--- src/hdl/sgft_pkg.sv ---
package sgft_pkg;

    localparam int MaxNodes = 256;

    localparam logic [1:0] CfgNodesX = 2'd0;
    localparam logic [1:0] CfgNodesY = 2'd1;
    localparam logic [1:0] CfgNodesZ = 2'd2;

    localparam logic [1:0] AxisX = 2'd0;
    localparam logic [1:0] AxisY = 2'd1;
    localparam logic [1:0] AxisZ = 2'd2;

    localparam logic [2:0] BidInterior = 3'd6;

    typedef struct packed {
        logic [8:0]  nx;
        logic [8:0]  ny;
        logic [8:0]  nz;
        logic [7:0]  cx;
        logic [7:0]  cy;
        logic [7:0]  cz;
        logic [16:0] nxy;
        logic [16:0] pxy;
        logic [16:0] pyx;
        logic [15:0] pcc;
        logic [23:0] nfx;
        logic [24:0] nfxy;
        logic [25:0] total;
    } t_geom;

    typedef struct packed {
        logic       valid;
        logic       invalid;
        logic [1:0] axis;
        logic [7:0] k;
        logic [8:0] den2;
    } t_ctx;

    typedef struct packed {
        t_ctx        ctx;
        logic [23:0] num;
        logic [16:0] den;
        logic [7:0]  quo;
    } t_div;

endpackage

--- src/hdl/sgft_div_cell.sv ---
module sgft_div_cell #(
    parameter int BIT = 0
) (
    input  logic           i_clk,
    input  logic           i_rst_n,
    input  logic           i_en,
    input  sgft_pkg::t_div i_d,
    output sgft_pkg::t_div o_d
);

    sgft_pkg::t_div r_d, n_d;
    logic [24:0]    w_shift;
    logic           w_take;

    always_comb begin
        w_shift = 25'(i_d.den) << BIT;
        w_take  = {1'b0, i_d.num} >= w_shift;
        n_d     = i_d;
        if (w_take) begin
            n_d.num      = 24'({1'b0, i_d.num} - w_shift);
            n_d.quo[BIT] = 1'b1;
        end
    end

    always_ff @(posedge i_clk) begin
        if (!i_rst_n) begin
            r_d.ctx.valid <= 1'b0;
        end else if (i_en) begin
            r_d <= n_d;
        end
    end

    assign o_d = r_d;

endmodule

--- config.mk ---
export PLATFORM = sky130hd
export DESIGN_NAME = sgft_div_cell
export DESIGN_NICKNAME = d
export VERILOG_FILES = /design/src/hdl/sgft_pkg.sv /design/src/hdl/sgft_div_cell.sv
export SDC_FILE = /design/constraint.sdc
export NUM_CORES = 1
export LEC_CHECK = 0
export BUFFER_PORTS_ARGS = -buffer_cell sky130_fd_sc_hd__clkbuf_2
export CAP_MARGIN = 10
export CORE_AREA = 2 2 88 98
export CTS_BUF_LIST = sky130_fd_sc_hd__clkbuf_4
export DETAILED_ROUTE_END_ITERATION = 10
export DIE_AREA = 0 0 90 100
export MAX_ROUTING_LAYER = met4
export PLACE_DENSITY = 0.77
export SYNTH_ARGS = -nofsm -noshare
export SYNTH_HDL_FRONTEND = slang
export SYNTH_SLANG_ARGS = --single-unit
--- constraint.sdc ---
create_clock -name i_clk -period 3 [get_ports i_clk]
set_clock_uncertainty 0.2 [all_clocks]
set_input_delay 0.6 -clock i_clk [delete_from_list [all_inputs] [get_ports i_clk]]
set_output_delay 0.6 -clock i_clk [all_outputs]
set_load 0.03 [all_outputs]
# After elaboration in Yosys (flattened, before gate mapping)
# Cells that the tools add are included.
# totals
reg_bits,70
latch_bits,0
ramBits,0
romBits,0
in_bits,73
word_cells,13
memories,0
# classes
add_sub_neg,1
multipliers,0
div,0
n_lt_le_gt_ge,1
n_eq_ne,0
n_shift,0
n_mux,1
bitwise_logic,0
reduce_logical,1
# ops
op,n
greater-or-equal comparator 24 x 17 -> 1 bit,1
2-to-1 mux 24 bit,1
subtractor 24 x 17 -> 24 bit,1
AND reduction 2 bit,1

# Longest topological paths before layout
# logic_depth
word_depth,2
depth_mapped,12

# Worst setup path before layout
# Ideal clock, no wire load.
# synth_timing
path_type,input -> register
startpoint,in i_d[25] in the netlist's numbering
endpoint,"reg r_d (netlist bit o_d[43]), data pin"
setup_time_ns,0.258
arrival_time_ns,2.454
t_required_ns,2.542
path_slack_ns,0.089
path_stages,11
n_path_buf,1
cell_sequence,inv_1 -> ha_1 -> fa_1 -> nand2b_1 -> a21oi_1 -> a41oi_1 -> o211ai_2 -> a311oi_4 -> buf_6 -> nand3b_1 -> xnor2_1
# synth_rtl
item,line_no,text
"start, declared",sgft_div_cell.sv:7,"input sgft_pkg::t_div i_d,"
"end signal, assigned",sgft_div_cell.sv:29,r_d <= n_d;
"end, declared",sgft_div_cell.sv:11,"sgft_pkg::t_div r_d, n_d;"

==> key figures <==
Status
  – Outcome: complete, no violations

Yosys
  – Post-synth ARST share: 0
  – Distinct cell type count after synthesis: 51
  – Sequential area share after synthesis: 0.597
  – Syn Inst Count: 282
  – Largest area contributor in the netlist: edfxtp_1
  – Syn Area/Cell: 12.4 um2
  – Synth top area share: 0.591
  – Synthesized area: 3500 um2
  – YS warnings: 0
  – Syn Nets: 373
  – Post-synth EDFFs: 69
  – Synth cell count leaders: edfxtp_1, nand2_1, inv_1
  – Top cells by area, synth: edfxtp_1, ha_1, nand2_1
  – Flops & latches, synth: 70
  – Top FF cell, synth: edfxtp_1
  – Most frequent cell after synthesis: edfxtp_1

Placed design
  – Pre-CTS WS: -324 ps
  – GPL Wtd Cong: 0.958
  – Placed inst area: 4820 um2
  – Placed cells: 595
  – Final HPWL DP: 6.63 mm
  – IO buf count: 142

Critical path
  – Critical path launch point type: primary input
  – Critical Path Stages: 10
  – Critical path cell sequence: clkbuf_2 -> inv_1 -> ha_1 -> a21oi_2 -> o21ai_1 -> a21oi_2 -> o211ai_2 -> a311oi_4 -> buf_4 -> o21ai_0
  – Crit path DAT: 2760 ps
  – Crit-path slowest cell: a311oi_4
  – R2r setup slk: 2210 ps
  – Delay-heaviest family, CP: compound AO/OA/AOI/OAI gates
  – Crit-path max cell delay: 600 ps
  – Crit Path Category: in2reg
  – WP buf/inv: 3
  – Cell mode on critical path: a21oi_2
  – WP data required: 2950 ps
  – Worst Path Max Fanout: 16
  – Worst r2r path cells: 2
  – Worst Setup End Kind: flop

STA
  – RSZ-0062 raised after global routing: no
  – Slew Viols, Final: 0
  – Worst-Margin Slew: 707 ps
  – Slew headroom: 0.529
  – Final setup vio count: 0
  – Final setup margin: 197 ps
  – Final hold slack: 156 ps
  – Part of the cycle the worst path needs: 0.934
  – Fmax: 357 MHz
  – Minimum clock period: 2800 ps
  – Final TNS setup: 0 ps
  – Final Hold Viols: 0

Drt
  – Initial DRC count: 112
  – # DRC: 0
  – Vias: 2909
  – Drt pass-1 iters: 4
  – Vias/cell: 4.76
  – DR WL/cell: 13.4 um
  – ANT nets after route: 0
  – Total Wirelength: 8.18 mm

Clocking
  – CTS buffer count: 9
  – CTS Buffer Depth: 2
  – Clock Sinks: 70
  – Worst-skew pair later-pin latency: 400 ps
  – Postcts setup bufs: 0
  – Clock H-tree levels: 3
  – Root buffer cell: clkbuf_4
  – Clock-pin slew on the worst setup and hold paths: 120 ps
  – CTS tree: done

GRT
  – Initial antenna violation count: 0
  – Global route overflow: 0
  – Largest net degree at the start of global routing: 45
  – Tot GR Track Use: 0.195
  – Vias in the first global route: 2870
  – Global-route wire length before repair: 13.5 mm

Hold path
  – Min-Delay Path Class: in2reg
  – Worst Hold Path Cells: 1

Floorplanning
  – Initial Util: 0.430
  – Die X: 90 um
  – Core ar.: 8150 um2
  – # IOs: 143
  – Cell Rows: 35
  – Die area: 9000 um2
  – Die Ht: 100 um

Cells and area
  – Max reg flops: 70
  – Area growth, synth to finish: 42.4%
  – Fin area: 4990 um2
  – Fin cells: 611
  – Share of cells above drive strength 1: 0.482
  – Ant diodes: 0
  – # nets final: 586
  – Util after Layout: 0.612

Pwr
  – Total chip power: 2.54 mW
  – Power per cell area: 508 nW/um2
  – Leak: 2.30 nW
  – Worst vdd rail ir drop: 0.269 mV

Job
  – Total of max-cap violations: 0
cell type report:
type	instances	area, um2
Fill cell	702	3160
Sequential cell	70	2090
Multi-Input combinational cell	178	1260
Timing Repair Buffer	210	1230
Tap cell	111	139
Inverter	26	97.6
Clock inverter	6	87.6
Clock buffer	10	75.1
metal layers:
metal	global-route usage	wire (um)
met5	-	0
met4	0.0852	187
met3	0.0405	450
met2	0.323	4060
met1	0.233	3480
placed cells by master, fill, tap and decap left out, types with 3 or more instances in the layout:
master | Yosys | routed
a21o_1 | 4 | 4
a21oi_1 | 13 | 13
a21oi_2 | 4 | 4
a31oi_1 | 3 | 3
buf_4 | 1 | 67
clkbuf_2 | 1 | 142
clkbuf_4 | 0 | 10
edfxtp_1 | 69 | 69
ha_1 | 17 | 17
inv_1 | 26 | 26
nand2_1 | 28 | 28
nand2b_1 | 5 | 5
nand4_1 | 3 | 3
nor2_1 | 13 | 13
nor3_1 | 4 | 4
nor3_2 | 3 | 3
o21ai_0 | 12 | 12
o21ai_1 | 10 | 10
o31ai_1 | 3 | 3
xnor2_1 | 10 | 10
xor2_1 | 11 | 11
timing repair:
item / in CTS / in global routing
hold endpoints to repair: 0 / 0
resized for setup: 0 / 0
endpoints found under the setup margin: 0 / 9
hold buffers: 0 / 0
power by group:
group          internal [mW]  total, mW  switching, mW
sequential              1.17       1.19         0.0206
clock                  0.348      0.684          0.336
combinational          0.273      0.662          0.389
total                   1.79       2.54          0.745
final timing paths:
check	start	end
setup reg to reg	o_d[69]	o_d[69]
hold / removal	i_d[50]	o_d[50]
setup / recovery	i_d[23]	o_d[25]
hold reg to reg	o_d[69]	o_d[69]
logic make-up (layout without fill, tap and decap cells):
kind of cell	Yosys count	count (layout)	share of synthesized area
AOI/OAI and AO/OA	69	69	0.139
xor gates and xnor gates	21	21	0.0525
adders and majority gates	18	18	0.0664
buffers and inverters	34	252	0.0432
DFF	70	70	0.597
muxes	1	1	0.00286
and+or+nand+nor	69	69	0.0989
No activity file was read; power rests on OpenSTA's default activity.
