`src/hdl/sgft_pkg.sv`:
```
package sgft_pkg;

    localparam int MaxNodes = 256;

    localparam logic [1:0] CfgNodesX = 2'd0;
    localparam logic [1:0] CfgNodesY = 2'd1;
    localparam logic [1:0] CfgNodesZ = 2'd2;

    localparam logic [1:0] AxisX = 2'd0;
    localparam logic [1:0] AxisY = 2'd1;
    localparam logic [1:0] AxisZ = 2'd2;

    localparam logic [2:0] BidInterior = 3'd6;

    typedef struct packed {
        logic [8:0]  nx;
        logic [8:0]  ny;
        logic [8:0]  nz;
        logic [7:0]  cx;
        logic [7:0]  cy;
        logic [7:0]  cz;
        logic [16:0] nxy;
        logic [16:0] pxy;
        logic [16:0] pyx;
        logic [15:0] pcc;
        logic [23:0] nfx;
        logic [24:0] nfxy;
        logic [25:0] total;
    } t_geom;

    typedef struct packed {
        logic       valid;
        logic       invalid;
        logic [1:0] axis;
        logic [7:0] k;
        logic [8:0] den2;
    } t_ctx;

    typedef struct packed {
        t_ctx        ctx;
        logic [23:0] num;
        logic [16:0] den;
        logic [7:0]  quo;
    } t_div;

endpackage

```
`src/hdl/sgft_geom.sv`:
```
module sgft_geom (
    input  logic                 i_clk,
    input  logic                 i_rst_n,
    input  logic                 i_cfg_valid,
    input  logic [1:0]           i_cfg_index,
    input  logic [8:0]           i_cfg_data,
    output sgft_pkg::t_geom      o_geom
);

    logic [8:0]  r_cfg_x, r_cfg_y, r_cfg_z;
    logic [8:0]  r_nx, r_ny, r_nz, n_nx, n_ny, n_nz;
    logic [7:0]  r_cx, r_cy, r_cz;
    logic [16:0] r_nxy, r_pxy, r_pyx;
    logic [15:0] r_pcc;
    logic [23:0] r_nfx, r_nfy, r_nfz;
    logic [24:0] r_nfxy;
    logic [25:0] r_total;

    localparam logic [8:0] EffMax = 9'(sgft_pkg::MaxNodes);

    always_ff @(posedge i_clk) begin
        if (!i_rst_n) begin
            r_cfg_x <= 9'd2;
            r_cfg_y <= 9'd2;
            r_cfg_z <= 9'd2;
        end else if (i_cfg_valid) begin
            case (i_cfg_index)
                sgft_pkg::CfgNodesX: r_cfg_x <= i_cfg_data;
                sgft_pkg::CfgNodesY: r_cfg_y <= i_cfg_data;
                sgft_pkg::CfgNodesZ: r_cfg_z <= i_cfg_data;
                default: ;
            endcase
        end
    end

    always_comb begin
        n_nx = (r_cfg_x < 9'd2) ? 9'd2 : (r_cfg_x > EffMax) ? EffMax : r_cfg_x;
        n_ny = (r_cfg_y < 9'd2) ? 9'd2 : (r_cfg_y > EffMax) ? EffMax : r_cfg_y;
        n_nz = (r_cfg_z < 9'd2) ? 9'd2 : (r_cfg_z > EffMax) ? EffMax : r_cfg_z;
    end

    always_ff @(posedge i_clk) begin
        r_nx    <= n_nx;
        r_ny    <= n_ny;
        r_nz    <= n_nz;
        r_cx    <= 8'(n_nx - 9'd1);
        r_cy    <= 8'(n_ny - 9'd1);
        r_cz    <= 8'(n_nz - 9'd1);
        r_nxy   <= 17'(17'(r_nx) * 17'(r_ny));
        r_pxy   <= 17'(17'(r_nx) * 17'(r_cy));
        r_pyx   <= 17'(17'(r_cx) * 17'(r_ny));
        r_pcc   <= 16'(16'(r_cx) * 16'(r_cy));
        r_nfx   <= 24'(26'(r_pxy) * 26'(r_cz));
        r_nfy   <= 24'(26'(r_pyx) * 26'(r_cz));
        r_nfz   <= 24'(26'(r_pcc) * 26'(r_nz));
        r_nfxy  <= 25'(25'(r_nfx) + 25'(r_nfy));
        r_total <= 26'(26'(r_nfx) + 26'(r_nfy) + 26'(r_nfz));
    end

    always_comb begin
        o_geom.nx    = r_nx;
        o_geom.ny    = r_ny;
        o_geom.nz    = r_nz;
        o_geom.cx    = r_cx;
        o_geom.cy    = r_cy;
        o_geom.cz    = r_cz;
        o_geom.nxy   = r_nxy;
        o_geom.pxy   = r_pxy;
        o_geom.pyx   = r_pyx;
        o_geom.pcc   = r_pcc;
        o_geom.nfx   = r_nfx;
        o_geom.nfxy  = r_nfxy;
        o_geom.total = r_total;
    end

endmodule

```
`config.mk`:
```
export PLATFORM = sky130hd
export DESIGN_NAME = sgft_geom
export DESIGN_NICKNAME = d
export VERILOG_FILES = /design/src/hdl/sgft_pkg.sv /design/src/hdl/sgft_geom.sv
export SDC_FILE = /design/constraint.sdc
export NUM_CORES = 2
export LEC_CHECK = 0
export BUFFER_PORTS_ARGS = -buffer_cell sky130_fd_sc_hd__buf_2
export CAP_MARGIN = 10
export CORE_MARGIN = 5
export CORE_UTILIZATION = 45
export CTS_CLUSTER_SIZE = 10
export DETAILED_ROUTE_END_ITERATION = 10
export PLACE_DENSITY_LB_ADDON = 0.2
export SETUP_SLACK_MARGIN = 0.02
export SLEW_MARGIN = 25
export SYNTH_ARGS = -nofsm -noshare
export SYNTH_HDL_FRONTEND = slang
export SYNTH_SLANG_ARGS = --single-unit
```
`constraint.sdc`:
```
create_clock -name i_clk -period 8.45 [get_ports i_clk]
set_input_delay 1.69 -clock i_clk [delete_from_list [all_inputs] [get_ports i_clk]]
set_output_delay 1.69 -clock i_clk [all_outputs]
set_load 0.02 [all_outputs]
```
# ---- Word level (Yosys, flattened, before mapping)
# Index checks and enable logic that the tools add are counted.
dict set report totals {
  mem_count 0
  output_inout_bits 193
  in_bits 14
  latch_bits 0
  mem_bits_ro 0
  wordCells 49
  regBits 268
  mem_bits_rw 0
}
dict set report op_classes {
  mux 6
  magnitude_cmp 6
  n_div 0
  n_bitwise 0
  eq_ne 2
  n_reduce_logical 4
  n_addsub 6
  shift 0
  multipliers 7
}
# operator n
set op_table {}
lappend op_table {{2-to-1 mux 9 bit} 6}
lappend op_table {{adder 24 x 24 -> 25 bit} 2}
lappend op_table {{multiplier 17 x 8 -> 24 bit} 2}
lappend op_table {{greater-than comparator 9 bit (second input constant)} 3}
lappend op_table {{less-than comparator 9 x 2 -> 1 bit (second input constant)} 3}
lappend op_table {{adder 25 x 24 -> 26 bit} 1}
lappend op_table {{multiplier 16 x 9 -> 24 bit} 1}
lappend op_table {{subtractor 8 x 1 -> 8 bit (second input constant)} 3}
lappend op_table {{multiplier 8 x 9 -> 17 bit} 1}
lappend op_table {{multiplier 9 x 8 -> 17 bit} 1}
lappend op_table {{multiplier 9 x 9 -> 17 bit} 1}
lappend op_table {{multiplier 8 x 8 -> 16 bit} 1}
lappend op_table {{AND reduction 2 bit} 3}
lappend op_table {{equality test 2 x 1 -> 1 bit (second input constant)} 1}
lappend op_table {{equality test 2 bit (second input constant)} 1}
lappend op_table {{logical NOT 2 bit} 1}

# ---- Longest topological paths before layout
dict set report logic_depth {
  word_depth 4
  mapped_depth 19
  mapped_depth_nobuf 18
}

# ---- Worst setup path after synthesis
# No wires, ideal clock.
dict set report synth_timing {
  path_kind {register to register}
  startpoint {reg r_nz[0]}
  endpoint {reg r_nfz[23]}
  n_path_buf 1
  slack_ns 3.543
  period_less_slack_ns 4.907
  path_stages_with_launch 18
  t_required_ns 8.386
  arrival_time_ns 4.843
  setup_time_ns 0.064
  path_cell_list {dfxtp_1 -> clkbuf_1 -> nand2_1 -> fa_1 -> inv_1 -> fa_1 -> fa_1 -> inv_1 -> fa_1 -> inv_1 -> ha_1 -> a21o_1 -> a211oi_1 -> inv_1 -> o311ai_2 -> a32oi_1 -> or4_1 -> nand4_1}
}
dict set report synth_between {
  elab_chain_cells 1
}
# item line_no
set synth_rtl {}
lappend synth_rtl {{start, declared} sgft_geom.sv:11} ;# logic [8:0] r_nx, r_ny, r_nz, n_nx, n_ny, n_nz;
lappend synth_rtl {{start signal, assigned} sgft_geom.sv:45} ;# r_nz <= n_nz;
lappend synth_rtl {{multiplier 16 x 9 -> 24 bit} sgft_geom.sv:55} ;# r_nfz <= 24'(26'(r_pcc) * 26'(r_nz));
lappend synth_rtl {{end signal, assigned} sgft_geom.sv:55}
lappend synth_rtl {{end, declared} sgft_geom.sv:15} ;# logic [23:0] r_nfx, r_nfy, r_nfz;
# No other way between the ends.
# A chain may end at the register's enable or synchronous reset.

# ---- Worst setup path in the final report
# Same ends and word-level chain as after synthesis.

==> flow_metrics.env <==
export IMPL_h_tree_depth=2
export IMPL_grt_use_met2=0.372
export IMPL_dp_cells=4514
export IMPL_cp_arrival_ns=5.66
export IMPL_rsz0062_at_grt="no"
export IMPL_r2r_start="r_nz[0]"
export IMPL_root_buffer="clkbuf_16"
export IMPL_fmax_mhz=193
export IMPL_yosys_warnings=0
export IMPL_clk_latency_ns=0.55
export IMPL_final_nets=4422
export IMPL_drt_pass1_iter_count=5
export IMPL_placed_cell_area_um2=33500
export IMPL_ys_seq_area_frac=0.170
export IMPL_grt_start_max_net_pins=36
export IMPL_final_instance_count_excl_fill=4566
export IMPL_ys_ff_latch=268
export IMPL_p_comb_frac=0.412
export IMPL_crit_start="r_nz[0]"
export IMPL_cpPeakStageDelay_ns=0.74
export IMPL_synth_top_area_cell="fa_1"
export IMPL_worst_path_buf_inv=3
export IMPL_dp_slack_ns=3.31
export IMPL_clkPwrFrac=0.263
export IMPL_synthesis_nets=4262
export IMPL_leakage_nw=18.4
export IMPL_crit_type="reg2reg"
export IMPL_gr_usage_met1=0.285
export IMPL_critPathCaptureType="register"
export IMPL_core_area_um2=69900
export IMPL_worstRegToRegCells=16
export IMPL_synth_edff_count=0
export IMPL_finalCritPeriodShare=0.612
export IMPL_viasPerCell=5.09
export IMPL_numPortBuffers=206
export IMPL_synthCells=3452
export IMPL_status="finished clean"
export IMPL_fin_crit_ns=5.17
export IMPL_hold_slack_ns=0.474
export IMPL_setup_violations_final=0
export IMPL_fin_skew_ns=0.0276
export IMPL_hpwl_um=62900
export IMPL_relSlewSlack=0.344
export IMPL_ctsHoldBuffers=0
export IMPL_synth_top_area_share=0.298
export IMPL_die_area_um2=75600
export IMPL_gr_total_overflow=0
export IMPL_synthArstFlopShare=0
export IMPL_drt_iter0_drc=927
export IMPL_ctsLongestPathBuffers=3
export IMPL_avgRoutedWirePerCell_um=17.4
export IMPL_path_delay_family="adder cells"
export IMPL_finalWorstSetupSlack_ns=3.28
export IMPL_critPathSlowestCell="dfxtp_1"
export IMPL_cts_sinks=268
export IMPL_n_antenna_cell=0
export IMPL_crit_end="r_nfz[23]"
export IMPL_design_area_um2=34600
export IMPL_required_ns=8.93
export IMPL_yosys_most_used_dff="dfxtp_1"
export IMPL_cp_num_cells=16
export IMPL_grt_pass1_vias=24200
export IMPL_gp_routability_congestion=0.848
export IMPL_dr_total_vias=23200
export IMPL_clk_pin_slew_ns=0.06
export IMPL_cts_buffers=36
export IMPL_power_density_nw_per_um2=161
export IMPL_synthTopCellsByArea="fa_1 30%, dfxtp_1 17%, ha_1 13%"
export IMPL_maxSlewViolCount=0
export IMPL_holdCritPathClass="reg2reg"
export IMPL_ant_nets=0
export IMPL_reg2reg_to="r_nfz[23]"
export IMPL_post_cts_setup_buffers=0
export IMPL_floorplan_initialDensity=0.452
export IMPL_cp_common_cell="fa_1"
export IMPL_power_share_sequential=0.325
export IMPL_routed_wl_um=79400
export IMPL_grt_met3_usage=0.0340
export IMPL_syn_cell_area_um2=31600
export IMPL_track_usage=0.214
export IMPL_grt_busiest_layer="met2"
export IMPL_critPathLaunchType="register"
export IMPL_ios=207
export IMPL_post_cts_resized=0
export IMPL_finalHoldViolCount=0
export IMPL_die_y_um=275
export IMPL_avgSynthCellArea_um2=9.16
export IMPL_syn_to_final_growth_pct=9.58
export IMPL_die_w_um=275
export IMPL_worst_slew_pin_transition_ns=0.982
export IMPL_drive_above_1_share=0.0825
export IMPL_yosys_cell_types_count=86
export IMPL_setup_tns_final_ns=0
export IMPL_grt_pass1_wl_um=130000
export IMPL_antenna_found_initial=1
export IMPL_drv_cap=0
export IMPL_rrSetupSlack_ns=3.28
export IMPL_tritoncts="yes"
export IMPL_swShare=0.403
export IMPL_p_int_mw=3.32
export IMPL_drt_drc_violations_left=0
export IMPL_cp_cell_sequence="nand2_1, fa_1, inv_1, fa_1, fa_1, inv_1, fa_1, inv_1, ha_1, a21o_1, a21oi_1, nand3_1, o311ai_2, a32oi_1, or4_1, nand4_1"
export IMPL_cp_max_fo=17
export IMPL_ir_worst_vdd_v=0.000188
export IMPL_rows=97
export IMPL_switchingPower_mw=2.25
-- synthesized netlist by cell type (19+ instances only) --
cell type,n
inv_1,619
fa_1,471
and2_1,451
ha_1,325
nand2_1,323
dfxtp_1,268
xnor2_1,110
a21oi_1,107
nor2_1,92
clkbuf_1,89
o21ai_0,63
nor2b_1,57
a21o_1,53
nor3_1,32
xor2_1,32
mux2i_1,29
nand3_1,29
nand2b_1,26
nor4_1,19
-- sequential cells by signal (all words and copies together) (netlist names), 16 cells and up --
signal	flops
r_total	26
r_nfxy	25
r_nfx	24
r_nfy	24
r_nfz	24
r_nxy	17
r_pxy	17
r_pyx	17
r_pcc	16
-- power by group through the flow --
| stage | registers, mW | logic (mW) | clock network (mW) |
|---|---|---|---|
| finish | 1.81 | 2.29 | 1.46 |
| global route | 1.84 | 2.60 | 1.56 |
| CTS | 1.81 | 2.31 | 1.51 |
| detailed placement | 1.84 | 2.29 | 0 |
| global placement | 1.84 | 2.28 | 0 |
| floorplan | 1.87 | 1.53 | 0 |
-- area by class of cell --
class / count / area [um^2]
Tap cell: 940 / 1180
Fill cell: 6721 / 35300
Sequential cell: 268 / 5370
Clock inverter: 9 / 145
Timing Repair Buffer: 217 / 1110
Multi-Input combinational cell: 2469 / 23600
Inverter: 620 / 2330
Clock buffer: 43 / 957
-- worst min path at each step --
stage,to,slack (ns),cells past startpoint,start
global placement,r_nfxy[0],0.47,1,r_nfy[0]
finish,r_nfxy[0],0.47,1,r_nfy[0]
floorplan,r_ny[8],0.42,1,r_cfg_y[8]
detailed placement,r_nfxy[0],0.46,1,r_nfy[0]
global route,r_nfxy[0],0.52,1,r_nfy[0]
CTS,r_nfxy[0],0.48,1,r_nfy[0]
-- layer usage --
layer	wire [um]	vias to the layer above
li1	-	11100
met1	35800	11500
met2	38200	482
met3	3950	88
met4	1500	0
met5	0	-
-- layout by cell type (no fill, tap or decap), drive strengths merged, types with 5 or more instances in the layout --
cell       n
clkbuf    43
and3      13
nand3     29
a21oi    109
nand4b     5
nand2b    26
nand4     10
a211oi    17
mux2i     29
ha       325
a31oi     15
o311ai     8
nor4      20
xnor2    110
nor2b     57
or4        9
fa       471
nor3b      5
or2       11
nand2    323
nor2      92
buf      217
o21a      15
nand3b     7
or3       14
inv      621
xor2      32
nor3      33
and2     451
o211ai     9
o21ai     82
o31ai      8
o21bai    11
dfxtp    268
a21boi     8
o41ai      5
a2111oi    7
a21o      53
-- metrics by stage --
stage          utilization  total power [mW]
3_5_place_dp         0.480              4.13
2_1_floorplan            -              3.41
4_1_cts              0.495              5.63
3_3_place_gp         0.480              4.12
6_report             0.495              5.57
5_1_grt              0.495              5.99
-- cell families (layout without fill, tap and decap cells) --
| family | Yosys count | in the layout | share of synthesized area |
|---|---|---|---|
| adders and majority gates | 796 | 796 | 0.427 |
| muxes | 30 | 30 | 0.00954 |
| buffers and inverters | 715 | 889 | 0.0853 |
| DFF | 268 | 268 | 0.170 |
| and+or+nand+nor | 1111 | 1111 | 0.187 |
| AOI/OAI and AO/OA | 390 | 390 | 0.0821 |
| xor gates and xnor gates | 142 | 142 | 0.0393 |
No activity file was read; power rests on OpenSTA's default activity.
